## src/dpd_pkg.sv

```systemverilog
`default_nettype none

package dpd_pkg;

  typedef enum logic [1:0] {
    PH_IDLE    = 2'd0,
    PH_PAYLOAD = 2'd1,
    PH_HIGH    = 2'd2,
    PH_LOW     = 2'd3
  } phase_t;

  localparam logic [2:0] KIND_PAYLOAD  = 3'd0;
  localparam logic [2:0] KIND_GOOD     = 3'd1;
  localparam logic [2:0] KIND_MISMATCH = 3'd2;
  localparam logic [2:0] KIND_EMPTY    = 3'd3;
  localparam logic [2:0] KIND_BREAK    = 3'd4;

  localparam logic [7:0] CH_OPEN  = 8'h24;
  localparam logic [7:0] CH_CLOSE = 8'h23;
  localparam logic [7:0] CH_BREAK = 8'h03;

  typedef struct packed {
    logic       valid;
    logic [2:0] kind;
    logic [7:0] data;
    logic       cmd;
  } res_t;

  typedef struct packed {
    logic       bad;
    logic [3:0] value;
  } hex_t;

  function automatic hex_t hex_decode(input logic [7:0] c);
    hex_t h;
    h.bad   = 1'b0;
    h.value = 4'd0;
    if (c >= 8'h30 && c <= 8'h39) begin
      h.value = c[3:0];
    end else if ((c >= 8'h61 && c <= 8'h66) || (c >= 8'h41 && c <= 8'h46)) begin
      h.value = 4'(c[2:0] + 3'd1) + 4'd8;
    end else begin
      h.bad = 1'b1;
    end
    return h;
  endfunction

endpackage

`default_nettype wire

```

## src/dpd_in_stage.sv

```systemverilog
`default_nettype none

module dpd_in_stage
  import dpd_pkg::*;
(
  input  wire logic       clk,
  input  wire logic       rst,
  input  wire logic       in_valid,
  output logic            in_ready,
  input  wire logic [7:0] rx_byte,
  input  wire logic       take,
  output logic            held_valid,
  output logic [7:0]      held_byte
);

  assign in_ready = !held_valid || take;

  always_ff @(posedge clk) begin
    if (rst) begin
      held_valid <= 1'b0;
    end else if (in_valid && in_ready) begin
      held_valid <= 1'b1;
    end else if (take) begin
      held_valid <= 1'b0;
    end
  end

  always_ff @(posedge clk) begin
    if (in_valid && in_ready) begin
      held_byte <= rx_byte;
    end
  end

endmodule

`default_nettype wire

```

## src/dpd_parser.sv

```systemverilog
`default_nettype none

module dpd_parser
  import dpd_pkg::*;
(
  input  wire logic       clk,
  input  wire logic       rst,
  input  wire logic       held_valid,
  input  wire logic [7:0] held_byte,
  input  wire logic       room,
  output logic            take,
  output res_t            res
);

  phase_t     phase, phase_next;
  logic [7:0] running_sum, running_sum_next;
  logic       payload_seen, payload_seen_next;
  logic [3:0] high_digit, high_digit_next;
  logic       digit_bad, digit_bad_next;
  hex_t       hx;

  assign take = held_valid && room;
  assign hx   = hex_decode(held_byte);

  always_comb begin
    phase_next        = phase;
    running_sum_next  = running_sum;
    payload_seen_next = payload_seen;
    high_digit_next   = high_digit;
    digit_bad_next    = digit_bad;
    res               = '0;
    unique case (phase)
      PH_IDLE: begin
        if (held_byte == CH_OPEN) begin
          phase_next        = PH_PAYLOAD;
          running_sum_next  = 8'd0;
          payload_seen_next = 1'b0;
          high_digit_next   = 4'd0;
          digit_bad_next    = 1'b0;
        end else if (held_byte == CH_BREAK) begin
          res.valid = 1'b1;
          res.kind  = KIND_BREAK;
        end
      end
      PH_PAYLOAD: begin
        if (held_byte == CH_CLOSE) begin
          phase_next = PH_HIGH;
        end else begin
          running_sum_next  = running_sum + held_byte;
          payload_seen_next = 1'b1;
          res.valid         = 1'b1;
          res.kind          = KIND_PAYLOAD;
          res.data          = held_byte;
          res.cmd           = !payload_seen;
        end
      end
      PH_HIGH: begin
        phase_next = PH_LOW;
        if (hx.bad) begin
          digit_bad_next  = 1'b1;
          high_digit_next = 4'd0;
        end else begin
          high_digit_next = hx.value;
        end
      end
      PH_LOW: begin
        res.valid = 1'b1;
        if (digit_bad || hx.bad || {high_digit, hx.value} != running_sum) begin
          res.kind = KIND_MISMATCH;
        end else if (!payload_seen) begin
          res.kind = KIND_EMPTY;
        end else begin
          res.kind = KIND_GOOD;
        end
        phase_next        = PH_IDLE;
        running_sum_next  = 8'd0;
        payload_seen_next = 1'b0;
        high_digit_next   = 4'd0;
        digit_bad_next    = 1'b0;
      end
      default: begin
        phase_next = PH_IDLE;
      end
    endcase
  end

  always_ff @(posedge clk) begin
    if (rst) begin
      phase        <= PH_IDLE;
      running_sum  <= 8'd0;
      payload_seen <= 1'b0;
      high_digit   <= 4'd0;
      digit_bad    <= 1'b0;
    end else if (take) begin
      phase        <= phase_next;
      running_sum  <= running_sum_next;
      payload_seen <= payload_seen_next;
      high_digit   <= high_digit_next;
      digit_bad    <= digit_bad_next;
    end
  end

endmodule

`default_nettype wire

```

## src/dpd_out_stage.sv

```systemverilog
`default_nettype none

module dpd_out_stage
  import dpd_pkg::*;
(
  input  wire logic  clk,
  input  wire logic  rst,
  input  wire logic  take,
  input  wire res_t  res,
  output logic       room,
  output logic       out_valid,
  input  wire logic  out_ready,
  output logic [2:0] result_kind,
  output logic [7:0] payload_byte,
  output logic       is_command
);

  assign room = !out_valid || out_ready;

  always_ff @(posedge clk) begin
    if (rst) begin
      out_valid <= 1'b0;
    end else if (take && res.valid) begin
      out_valid <= 1'b1;
    end else if (out_ready) begin
      out_valid <= 1'b0;
    end
  end

  always_ff @(posedge clk) begin
    if (take && res.valid) begin
      result_kind  <= res.kind;
      payload_byte <= res.data;
      is_command   <= res.cmd;
    end
  end

endmodule

`default_nettype wire

```

## src/debug_packet_deframer_unit.sv

```systemverilog
// Debug link frame recovery ($payload#hh). Takes one received byte per cycle
// and gives at most one result item per byte: each payload byte (first one
// marked as the command), a verdict after the second checksum digit (good,
// mismatch, empty) and a break request for Ctrl-C outside a frame. A byte
// passes through an input register and a result register, so a result
// is registered when the parser takes its byte; throughput is one byte a
// cycle, held back only when the result register is full and not taken.
`default_nettype none

module debug_packet_deframer_unit
  import dpd_pkg::*;
(
  input  wire logic       clk,
  input  wire logic       rst,
  input  wire logic       in_valid,
  output logic            in_ready,
  input  wire logic [7:0] rx_byte,
  output logic            out_valid,
  input  wire logic       out_ready,
  output logic [2:0]      result_kind,
  output logic [7:0]      payload_byte,
  output logic            is_command
);

  logic       held_valid;
  logic [7:0] held_byte;
  logic       take;
  logic       room;
  res_t       res;

  dpd_in_stage u_in (
    .clk        (clk),
    .rst        (rst),
    .in_valid   (in_valid),
    .in_ready   (in_ready),
    .rx_byte    (rx_byte),
    .take       (take),
    .held_valid (held_valid),
    .held_byte  (held_byte)
  );

  dpd_parser u_parser (
    .clk        (clk),
    .rst        (rst),
    .held_valid (held_valid),
    .held_byte  (held_byte),
    .room       (room),
    .take       (take),
    .res        (res)
  );

  dpd_out_stage u_out (
    .clk          (clk),
    .rst          (rst),
    .take         (take),
    .res          (res),
    .room         (room),
    .out_valid    (out_valid),
    .out_ready    (out_ready),
    .result_kind  (result_kind),
    .payload_byte (payload_byte),
    .is_command   (is_command)
  );

endmodule

`default_nettype wire

```

## config.mk

```make
export PLATFORM = sky130hd
export DESIGN_NAME = debug_packet_deframer_unit
export DESIGN_NICKNAME = d
export VERILOG_FILES = /design/src/dpd_pkg.sv /design/src/dpd_in_stage.sv /design/src/dpd_parser.sv /design/src/dpd_out_stage.sv /design/src/debug_packet_deframer_unit.sv
export SDC_FILE = /design/constraint.sdc
export NUM_CORES = 1
export LEC_CHECK = 0
export ABC_AREA = 1
export BUFFER_PORTS_ARGS = -buffer_cell sky130_fd_sc_hd__buf_2
export CORE_MARGIN = 2
export CORE_UTILIZATION = 58
export CTS_CLUSTER_DIAMETER = 60
export CTS_CLUSTER_SIZE = 16
export DETAILED_ROUTE_END_ITERATION = 10
export GPL_ROUTABILITY_DRIVEN = 0
export GPL_TIMING_DRIVEN = 0
export MAX_ROUTING_LAYER = met4
export PLACE_DENSITY = 0.84
export SETUP_SLACK_MARGIN = 0.3
export SLEW_MARGIN = 10
export SYNTH_ARGS = -nofsm -noshare
export SYNTH_HDL_FRONTEND = slang
export SYNTH_SLANG_ARGS = --single-unit
```

## constraint.sdc

```tcl
create_clock -name clk -period 3 [get_ports clk]
set_clock_uncertainty 0.1 [all_clocks]
set_input_delay 0.6 -clock clk [delete_from_list [all_inputs] [get_ports clk]]
set_output_delay 0.6 -clock clk [all_outputs]
set_load 0.03 [all_outputs]
```

Yosys cells after proc, flatten, opt, wreduce, memory -nomap -nowiden. Cells that the tools add are included.

Register bits: 38. Logic and storage cells: 84.

Multiplexer cells: 28. Equality and inequality tests: 11. Reduce and logical (&&, ||, !) cells: 24. Bitwise operators: 1. Add/sub/neg operators: 3. Order comparisons: 6.

Operators by type and width (number): 4-bit 2-to-1 mux (6); 4-bit case mux with 3 select lines (2); 8-bit case mux with 3 select lines (1); 8-bit by 6-bit == test with 1-bit output (second input constant) (2); 8-bit by 7-bit >= comparator with 1-bit output (second input constant) (2); 8-bit by 7-bit <= comparator with 1-bit output (second input constant) (2); 8-bit 2-to-1 mux (2); 13-bit 2-to-1 mux (1); 1-bit 2-to-1 mux (9); 8-bit adder (1); 8-bit by 2-bit == test with 1-bit output (second input constant) (1); 8-bit by 6-bit >= comparator with 1-bit output (second input constant) (1); 8-bit by 6-bit <= comparator with 1-bit output (second input constant) (1); 8-bit inequality test (1); 2-bit case mux with 4 select lines (1); 4-bit AND reduction (2); 1-bit logical AND (6); 2-bit 2-to-1 mux (3); 2-bit by 1-bit inequality test with 1-bit output (second input constant) (3); 1-bit case mux with 3 select lines (2); 3-bit AND reduction (2); 3-bit nonzero test (2); 1-bit logical OR (5); 3-bit by 1-bit adder with 4-bit output (second input constant) (1); 10 further kinds (14).

Longest topological paths before layout. Gate-level depths: netlist of run 1.

Depth in word-level cells: 11. Depth in mapped cells: 17.

By module. Synthesis of run 1 repeated with hierarchy kept, for this count alone.

Cell total of the unflattened synthesis: 271. Area total of the unflattened synthesis: 2259.7 µm².

Modules (own cells, without submodules): dpd_parser (seq. area each 320.3 µm², cells an instance 239, times used 1, area an instance 1565.3 µm²); dpd_out_stage (seq. area each 380.4 µm², cells an instance 18, times used 1, area an instance 406.6 µm²); dpd_in_stage (seq. area each 260.2 µm², cells an instance 14, times used 1, area an instance 287.8 µm²).

Worst setup path after synthesis of run 1. Ideal clock, no wire load.

Path type: register to register. Start point: reg u_in.held_byte[1]. End point: reg u_out.result_kind[1] (data pin). Stages on the path, launching flop included: 16. Setup slack: 835 ps. Path buffers: 1. Setup time: 252 ps. Arrival time: 1813 ps. Required time: 2648 ps. Period minus slack after synthesis: 2165 ps. Cells stage by stage: edfxtp_1 inv_1 ha_1 o21ai_2 nand2_2 nand2_4 inv_2 nor2_2 nand2_2 buf_6 nand3b_1 nand2_1 nor2_1 nand3_1 nor2_1 nor2_1.

RTL lines: start, declared (RTL line dpd_in_stage.sv:13) `output logic [7:0] held_byte`; start signal, assigned (RTL line dpd_in_stage.sv:30) `held_byte <= rx_byte;`; end signal, assigned (RTL line dpd_out_stage.sv:32) `result_kind <= res.kind;`; end, declared (RTL line dpd_out_stage.sv:13) `output logic [2:0] result_kind,`.

==> results of run 1 <==
==> final cells by class <==
type | instances | area, um^2 | share of cell area, %
well taps | 48 | 60.06 | 2.445
inverters | 38 | 142.6 | 5.807
plain buffers | 3 | 18.77 | 0.7641
flip-flops and latches | 38 | 960.9 | 39.12
repair buffers | 25 | 127.6 | 5.196
multi-input cells | 193 | 1056 | 43.00
clock buffers | 8 | 90.09 | 3.668
==> timing repair <==
item | 4_1_cts | 5_1_grt
hold endpoints to repair | 0 | 0
gates resized for setup | 0 | 1
setup endpoints to repair | 0 | 1
setup buffers | 0 | 1
==> cell usage in the layout, fill, tap and decap left out, types with 2 or more instances in the layout <==
master and n:
a21oi_1 24, dfxtp_1 18, xnor2_1 2, nor2_2 3, nand2_2 4, inv_2 6, clkbuf_8 6, nor2_1 32
nor2_4 2, inv_1 32, nor3_1 3, o21ai_0 4, nand4_1 2, nand2_1 66, clkbuf_1 4, a211oi_1 2
buf_2 24, edfxtp_1 20, nand3_1 21, xor2_1 4, ha_1 16
==> worst reg2reg max path, cell delays in order, from the launching register on <==
cell and delay [ns]:
edfxtp_1 0.47, inv_2 0.15, ha_1 0.24, o21ai_2 0.09
nand2_2 0.08, nand2_4 0.08, o21ai_0 0.45, nand2_1 0.11
nand2_1 0.08, nand2_1 0.06, nor2_1 0.08, nand3_1 0.10
nor2_1 0.10, nor2_1 0.05
==> metrics by stage <==
step	instances	hold slack, ns	cell area [um^2]	util [%]
after floorplan	272	0.3532	2178	-
after detailed placement	344	0.3720	2359	64.91
after CTS	352	0.3740	2449	67.39
after global placement	344	0.3645	2359	64.91
after global routing	353	0.3707	2456	67.60
final	353	0.3811	2456	67.60
==> routing by layer <==
metal  routed length (um)  global-route usage [%]
met1                 1788                   24.69
met2                 2387                   45.03
met3                  248                   4.281
met4                   81                   11.98
met5                    0                       -
==> where the power goes <==
group	internal (uW)	switching, uW
clock network	187	170
registers	552	11.4
logic	24.7	47.3
total	764	229
==> flip-flops by register name (all words and copies together), names as in the netlist <==
| register | flops |
|---|---|
| u_out.result_kind | 3 |
| u_out.payload_byte | 8 |
| u_out.out_valid | 1 |
| u_parser.payload_seen | 1 |
| u_parser.phase | 2 |
| u_in.held_valid | 1 |
| u_out.is_command | 1 |
| u_parser.high_digit | 4 |
| u_in.held_byte | 8 |
| u_parser.digit_bad | 1 |
| u_parser.running_sum | 8 |
==> how the worst max path moves through the flow <==
stage / slack [ns] / cells past startpoint / startpoint / to
3_3_place_gp: 0.60 / 13 / u_in.held_byte[1] / u_out.result_kind[1]
2_1_floorplan: 0.84 / 15 / u_in.held_byte[1] / u_out.result_kind[1]
3_5_place_dp: 0.56 / 15 / u_in.held_byte[1] / u_out.result_kind[1]
6_report: 0.51 / 13 / u_in.held_byte[0] / u_out.result_kind[1]
4_1_cts: 0.51 / 13 / u_in.held_byte[1] / u_out.result_kind[1]
5_1_grt: 0.33 / 16 / u_in.held_byte[0] / u_out.result_kind[1]
==> cell families after synthesis <==
kind of cell / after synthesis / synth area share [%]
AND/OR/NAND/NOR: 136 / 27.34
buffers and inverters: 41 / 7.410
flip-flops: 38 / 44.11
AO/OA/AOI/OAI: 34 / 8.616
adder cells (fa/ha/maj): 17 / 10.11
XOR/XNOR: 6 / 2.412
==> impl_metrics.csv, run 1 <==
group,metric,value,unit
outcome,status,"completed",
route,vias_per_cell,5.249,
clocking,cts_buffer_depth,2,
critical_path,timing.rr.start,"u_in.held_byte[0]",
clocking,clk_pin_slew,0.07,ns
clocking,clkSinkCount,38,
clocking,cts_root_buffer,"clkbuf_8",
clocking,cts_buffers,5,
logic_synthesis,synthDistinctLibCells,28,
die,rows,22,
sta,fin_crit,2.491,ns
pwr,power_leakage,0.001116,uW
logic_synthesis,synthTopCellsByArea,"edfxtp_1, dfxtp_1, nand2_1, ha_1, inv_1",
critical_path,r2r_slack,0.51,ns
sta,setup_violations,0,
critical_path,arrival,2.44,ns
clocking,cts_tree,"built",
job,cap_violations,0,
sta,hold_violations,0,
global_route,grt_pass1_vias,1854,
critical_path,critical_path_required,2.95,ns
clocking,holdBufCountCts,0,
finish,syn_to_final_growth,12.75,%
logic_synthesis,ys.flop_type,"edfxtp_1",
sta,worst_pin_slew,0.5445,ns
logic_synthesis,syn_area_per_cell,8.009,um^2
route,ant_nets,0,
finish,fin_nets,333,
route,via_count,1853,
sta,final_max_slew_viol_count,0,
min_path,hold_path_end,"u_in.held_byte[5]",
critical_path,worst_setup_path_end_kind,"flip-flop",
pwr,power.total,992.6,uW
logic_synthesis,synth_edf_count,20,
critical_path,path_class,"flip-flop to flip-flop",
critical_path,timing.rr.end,"u_out.result_kind[1]",
logic_synthesis,synthCells,272,
min_path,hold_class,"primary input to flip-flop",
global_route,grt.overflow.total,0,
route,dr.pass1.iters,4,
route,drc,0,
die,start_util,59.95,%
critical_path,critPathBufInv,1,
critical_path,path_delay_family,"simple AND/OR/NAND/NOR gates",
logic_synthesis,synth_async_sr_flop_share,0,%
pwr,ir_drop,0.3207,mV
placement,place_ws,0.5625,ns
logic_synthesis,netlist_area,2178,um^2
critical_path,cpPeakStageDelay,0.47,ns
min_path,hp-start,"rx_byte[5]",
global_route,antenna_found_initial,0,
logic_synthesis,yosysTopAreaCellShare,27.57,%
critical_path,r2r_cells,13,
die,die_y,65.29,um
sta,worst_slack,0.5087,ns
die,ios,26,
clocking,clk_latency,0.29,ns
die,core_area,3633,um^2
critical_path,critPathSlowestCell,"edfxtp_1",
sta,period_share,83.04,%
finish,n_fill_cell,322,
logic_synthesis,synth_top_cell_by_area,"edfxtp_1",
logic_synthesis,ys_seq_area_share,44.11,%
sta,maxSlewHeadroom,63.32,%
global_route,grtUsageTotal,24.37,%
logic_synthesis,ys_seq_elements,38,
finish,drive_gt1_share,16.39,%
critical_path,path_max_fanout,7,
critical_path,crit_chain,"inv_2 > ha_1 > o21ai_2 > nand2_2 > nand2_4 > o21ai_0 > nand2_1 > nand2_1 > nand2_1 > nor2_1 > nand3_1 > nor2_1 > nor2_1",
placement,io_buffers,24,
route,drt-initial-drc-count,100,
logic_synthesis,synth.most_common_cell,"nand2_1",
global_route,grt_pass1_wl,7659,um
placement,hpwlAfterDp,3363,um
route,routedWlPerCell,12.76,um
sta,fmax,0.4014,GHz
logic_synthesis,ys_warn_count,0,
min_path,min_path_cells,1,
pwr,p_per_area,404.2,nW/um^2
die,dieArea,4262,um^2
critical_path,worst_setup_path_start_kind,"flip-flop",
finish,num_antenna_cells,0,
die,fp.dieW,65.29,um
global_route,grt_max_degree,13,
logic_synthesis,netlist_top_cells_count,"nand2_1, inv_1, nor2_1",
clocking,cts_max_level,2,
sta,rsz0062_at_grt,"no",
logic_synthesis,synth_nets,301,
sta,setup-tns-final,0,ns
route,finalWirelength,4505,um
Note: power is estimated with default switching activity, not from simulation.
==> run 2, diff against run 1 <==
- ABC_AREA: 1 -> 0
- CORE_UTILIZATION: 58 -> 57
- PLACE_DENSITY: 0.84 -> 0.83
- clock period: 3 -> 2.5 ns (I/O delays scaled with it)
==> impl_metrics.csv, run 2 <==
group,metric,value,unit
placement,placedCellCount,279,
route,drt-initial-drc-count,127,
critical_path,timing.rr.end,"u_out.result_kind[0]",
pwr,intPower,1047,uW
finish,layout_commonest_cell,"buf_2",
logic_synthesis,netlist_area,2123,um^2
clocking,cts_tree,"built",
sta,maxSlewHeadroom,65.16,%
finish,final_cell_mix,"buf_2, buf_4, edfxtp_1",
logic_synthesis,synth_async_sr_flop_share,0,%
logic_synthesis,netlist_top_cells_count,"nor2_1, edfxtp_1, dfxtp_1",
critical_path,critical_path_required,2.42,ns
finish,num_antenna_cells,0,
route,finalWirelength,5404,um
critical_path,worst_setup_path_start_kind,"flip-flop",
finish,final_area,2803,um^2
global_route,antenna_found_initial,0,
global_route,grt_max_degree,12,
clocking,clk_pin_slew,0.07,ns
route,ant_nets,0,
finish,fin_cells,315,
pwr,ir_drop,0.4051,mV
sta,setup_violations,0,
logic_synthesis,yosysTopAreaCellShare,28.29,%
logic_synthesis,synth.most_common_cell,"nor2_1",
sta,fin_crit,2.308,ns
clocking,clk_latency,0.30,ns
clocking,cts_buffers,5,
sta,setup-tns-final,0,ns
logic_synthesis,ys_seq_area_share,45.26,%
job,cap_violations,0,
sta,fmax,0.4333,GHz
clocking,clkSinkCount,38,
logic_synthesis,synthCells,206,
clocking,cts_max_level,2,
min_path,hp-start,"rx_byte[7]",
critical_path,startpoint,"u_in.held_byte[7]",
route,vias_per_cell,5.898,
placement,io_buffers,25,
min_path,hold_path_end,"u_in.held_byte[7]",
die,die_y,65.04,um
outcome,status,"completed",
pwr,p_sw,320.5,uW
critical_path,path_max_fanout,4,
critical_path,timing.rr.start,"u_in.held_byte[7]",
global_route,grtUsageTotal,26.18,%
die,core_area,3633,um^2
critical_path,worst_setup_path_end_kind,"flip-flop",
finish,syn_to_final_growth,32.00,%
route,dr.pass1.iters,5,
pwr,clkPwrFrac,37.2,%
sta,rsz0062_at_grt,"yes",
logic_synthesis,synthTopCellsByArea,"edfxtp_1, dfxtp_1, ha_1, nor2_1, xnor2_1",
die,dieArea,4230,um^2
placement,placed_area,2336,um^2
critical_path,path_class,"flip-flop to flip-flop",
logic_synthesis,syn_area_per_cell,10.31,um^2
die,ios,26,
die,fp.dieW,65.04,um
logic_synthesis,synth_nets,235,
critical_path,r2r_cells,7,
clocking,cts_buffer_depth,2,
sta,hold_violations,0,
die,rows,22,
route,drc,0,
pwr,p_seq_share,49.9,%
logic_synthesis,synth_top_cell_by_area,"edfxtp_1",
finish,drive_gt1_share,35.21,%
route,via_count,1858,
sta,worst_pin_slew,0.5227,ns
finish,largestRegisters,"u_in.held_byte: 8 flops, u_out.payload_byte: 8 flops, u_parser.running_sum: 8 flops",
logic_synthesis,ys_warn_count,0,
pwr,swShare,23.44,%
sta,final_max_slew_viol_count,0,
pwr,p_per_area,487.9,nW/um^2
global_route,grt_pass1_wl,8121,um
clocking,cts_root_buffer,"clkbuf_8",
logic_synthesis,ys.flop_type,"edfxtp_1",
critical_path,arrival,2.23,ns
logic_synthesis,ys_seq_elements,38,
sta,period_share,92.32,%
global_route,grt_pass1_vias,1761,
logic_synthesis,synth_edf_count,20,
logic_synthesis,synthDistinctLibCells,51,
min_path,min_path_cells,1,
die,start_util,58.44,%
placement,hpwlAfterDp,3182,um
global_route,grt.overflow.total,0,
route,routedWlPerCell,17.16,um
clocking,holdBufCountCts,0,
pwr,power_leakage,0.001150,uW
pwr,p_comb_share,12.9,%
finish,fin_nets,295,
critical_path,r2r_slack,0.19,ns
min_path,hold_class,"primary input to flip-flop",
==> run 2: cell types whose count changed after synthesis, moves of 3 or more <==
cell      before  now
a21oi_1       24   11
nand2b_1       0    4
and2_1         0    9
a22oi_1        0    8
nor2_1        32   21
nand3_1       21    6
inv_1         33   12
nand2_2        4    0
nand2_1       66   12
inv_2          5    0
a31oi_1        0    3
xnor2_1        2    9
==> run 2: worst max path at each step <==
stage	endpoint	slack (ns)	cells past startpoint
6_report	u_out.result_kind[0]	0.19	7
2_1_floorplan	u_out.result_kind[0]	0.24	8
4_1_cts	u_out.result_kind[1]	0.24	9
3_5_place_dp	u_out.payload_byte[1]	0.02	6
5_1_grt	u_parser.running_sum[7]	0.13	9
3_3_place_gp	u_out.result_kind[1]	0.04	6
==> run 2: cell families (layout without fill, tap and decap cells) <==
| group | after synthesis | count (layout) | synth area share [%] |
|---|---|---|---|
| compound gates | 44 | 44 | 14.14 |
| xor+xnor | 12 | 12 | 4.950 |
| fa+ha+maj | 17 | 17 | 10.37 |
| buf+inv | 15 | 76 | 3.005 |
| flops | 38 | 38 | 45.26 |
| mux | 2 | 2 | 1.002 |
| simple gates | 78 | 78 | 21.27 |
==> run 2: what timing repair did <==
item                       CTS  global route
pin swaps                    8            13
setup endpoints to repair   23            27
resized for setup           13            16
cloned                       1             0
setup buffers               18             9
==> run 2: power groups by stage <==
stage          clock network [uW]  registers, uW  logic [uW]
2_1_floorplan                   0            697        73.5
3_3_place_gp                    0            707        94.6
3_5_place_dp                    0            707        99.8
4_1_cts                       509            682         143
5_1_grt                       533            683         186
6_report                      509            682         176
==> run 2: routing by layer <==
layer,vias to the layer above,track usage [%],part of all wire (%)
met5,-,-,0
met4,0,9.635,3.3
met3,21,3.646,5.1
met2,75,45.36,52
met1,896,31.17,40
li1,866,-,-
==> run 2: worst max-delay path, stage by stage, from the launching register on <==
cell and delay, ns:
edfxtp_1 0.48, or3_4 0.46, nor4b_4 0.35, nand2_1 0.16
a22oi_2 0.16, o21ai_2 0.10, clkinvlp_2 0.09, buf_4 0.13
==> run 2: cell type report <==
class / count / area (um^2)
multi-input cells: 153 / 1264
fillers: 218 / 830.8
clock inverters: 1 / 30.03
repair buffers: 52 / 342.8
flip-flops and latches: 38 / 960.9
inverters: 12 / 45.04
clock buffers: 7 / 76.32
well taps: 48 / 60.06
repair inverters: 1 / 5.005
plain buffers: 3 / 18.77
==> run 2: per-stage QoR <==
step / util [%] / hold slack [ns] / setup slack (ns) / total power, uW
after CTS: 72.97 / 0.2821 / 0.2368 / 1333
after floorplan: - / 0.3434 / 0.2445 / 770.8
after global placement: 64.29 / 0.3537 / 0.04070 / 801.1
after global routing: 77.13 / 0.2768 / 0.1302 / 1402
final: 77.13 / 0.2755 / 0.1919 / 1367
after detailed placement: 64.29 / 0.3763 / 0.01573 / 806.5
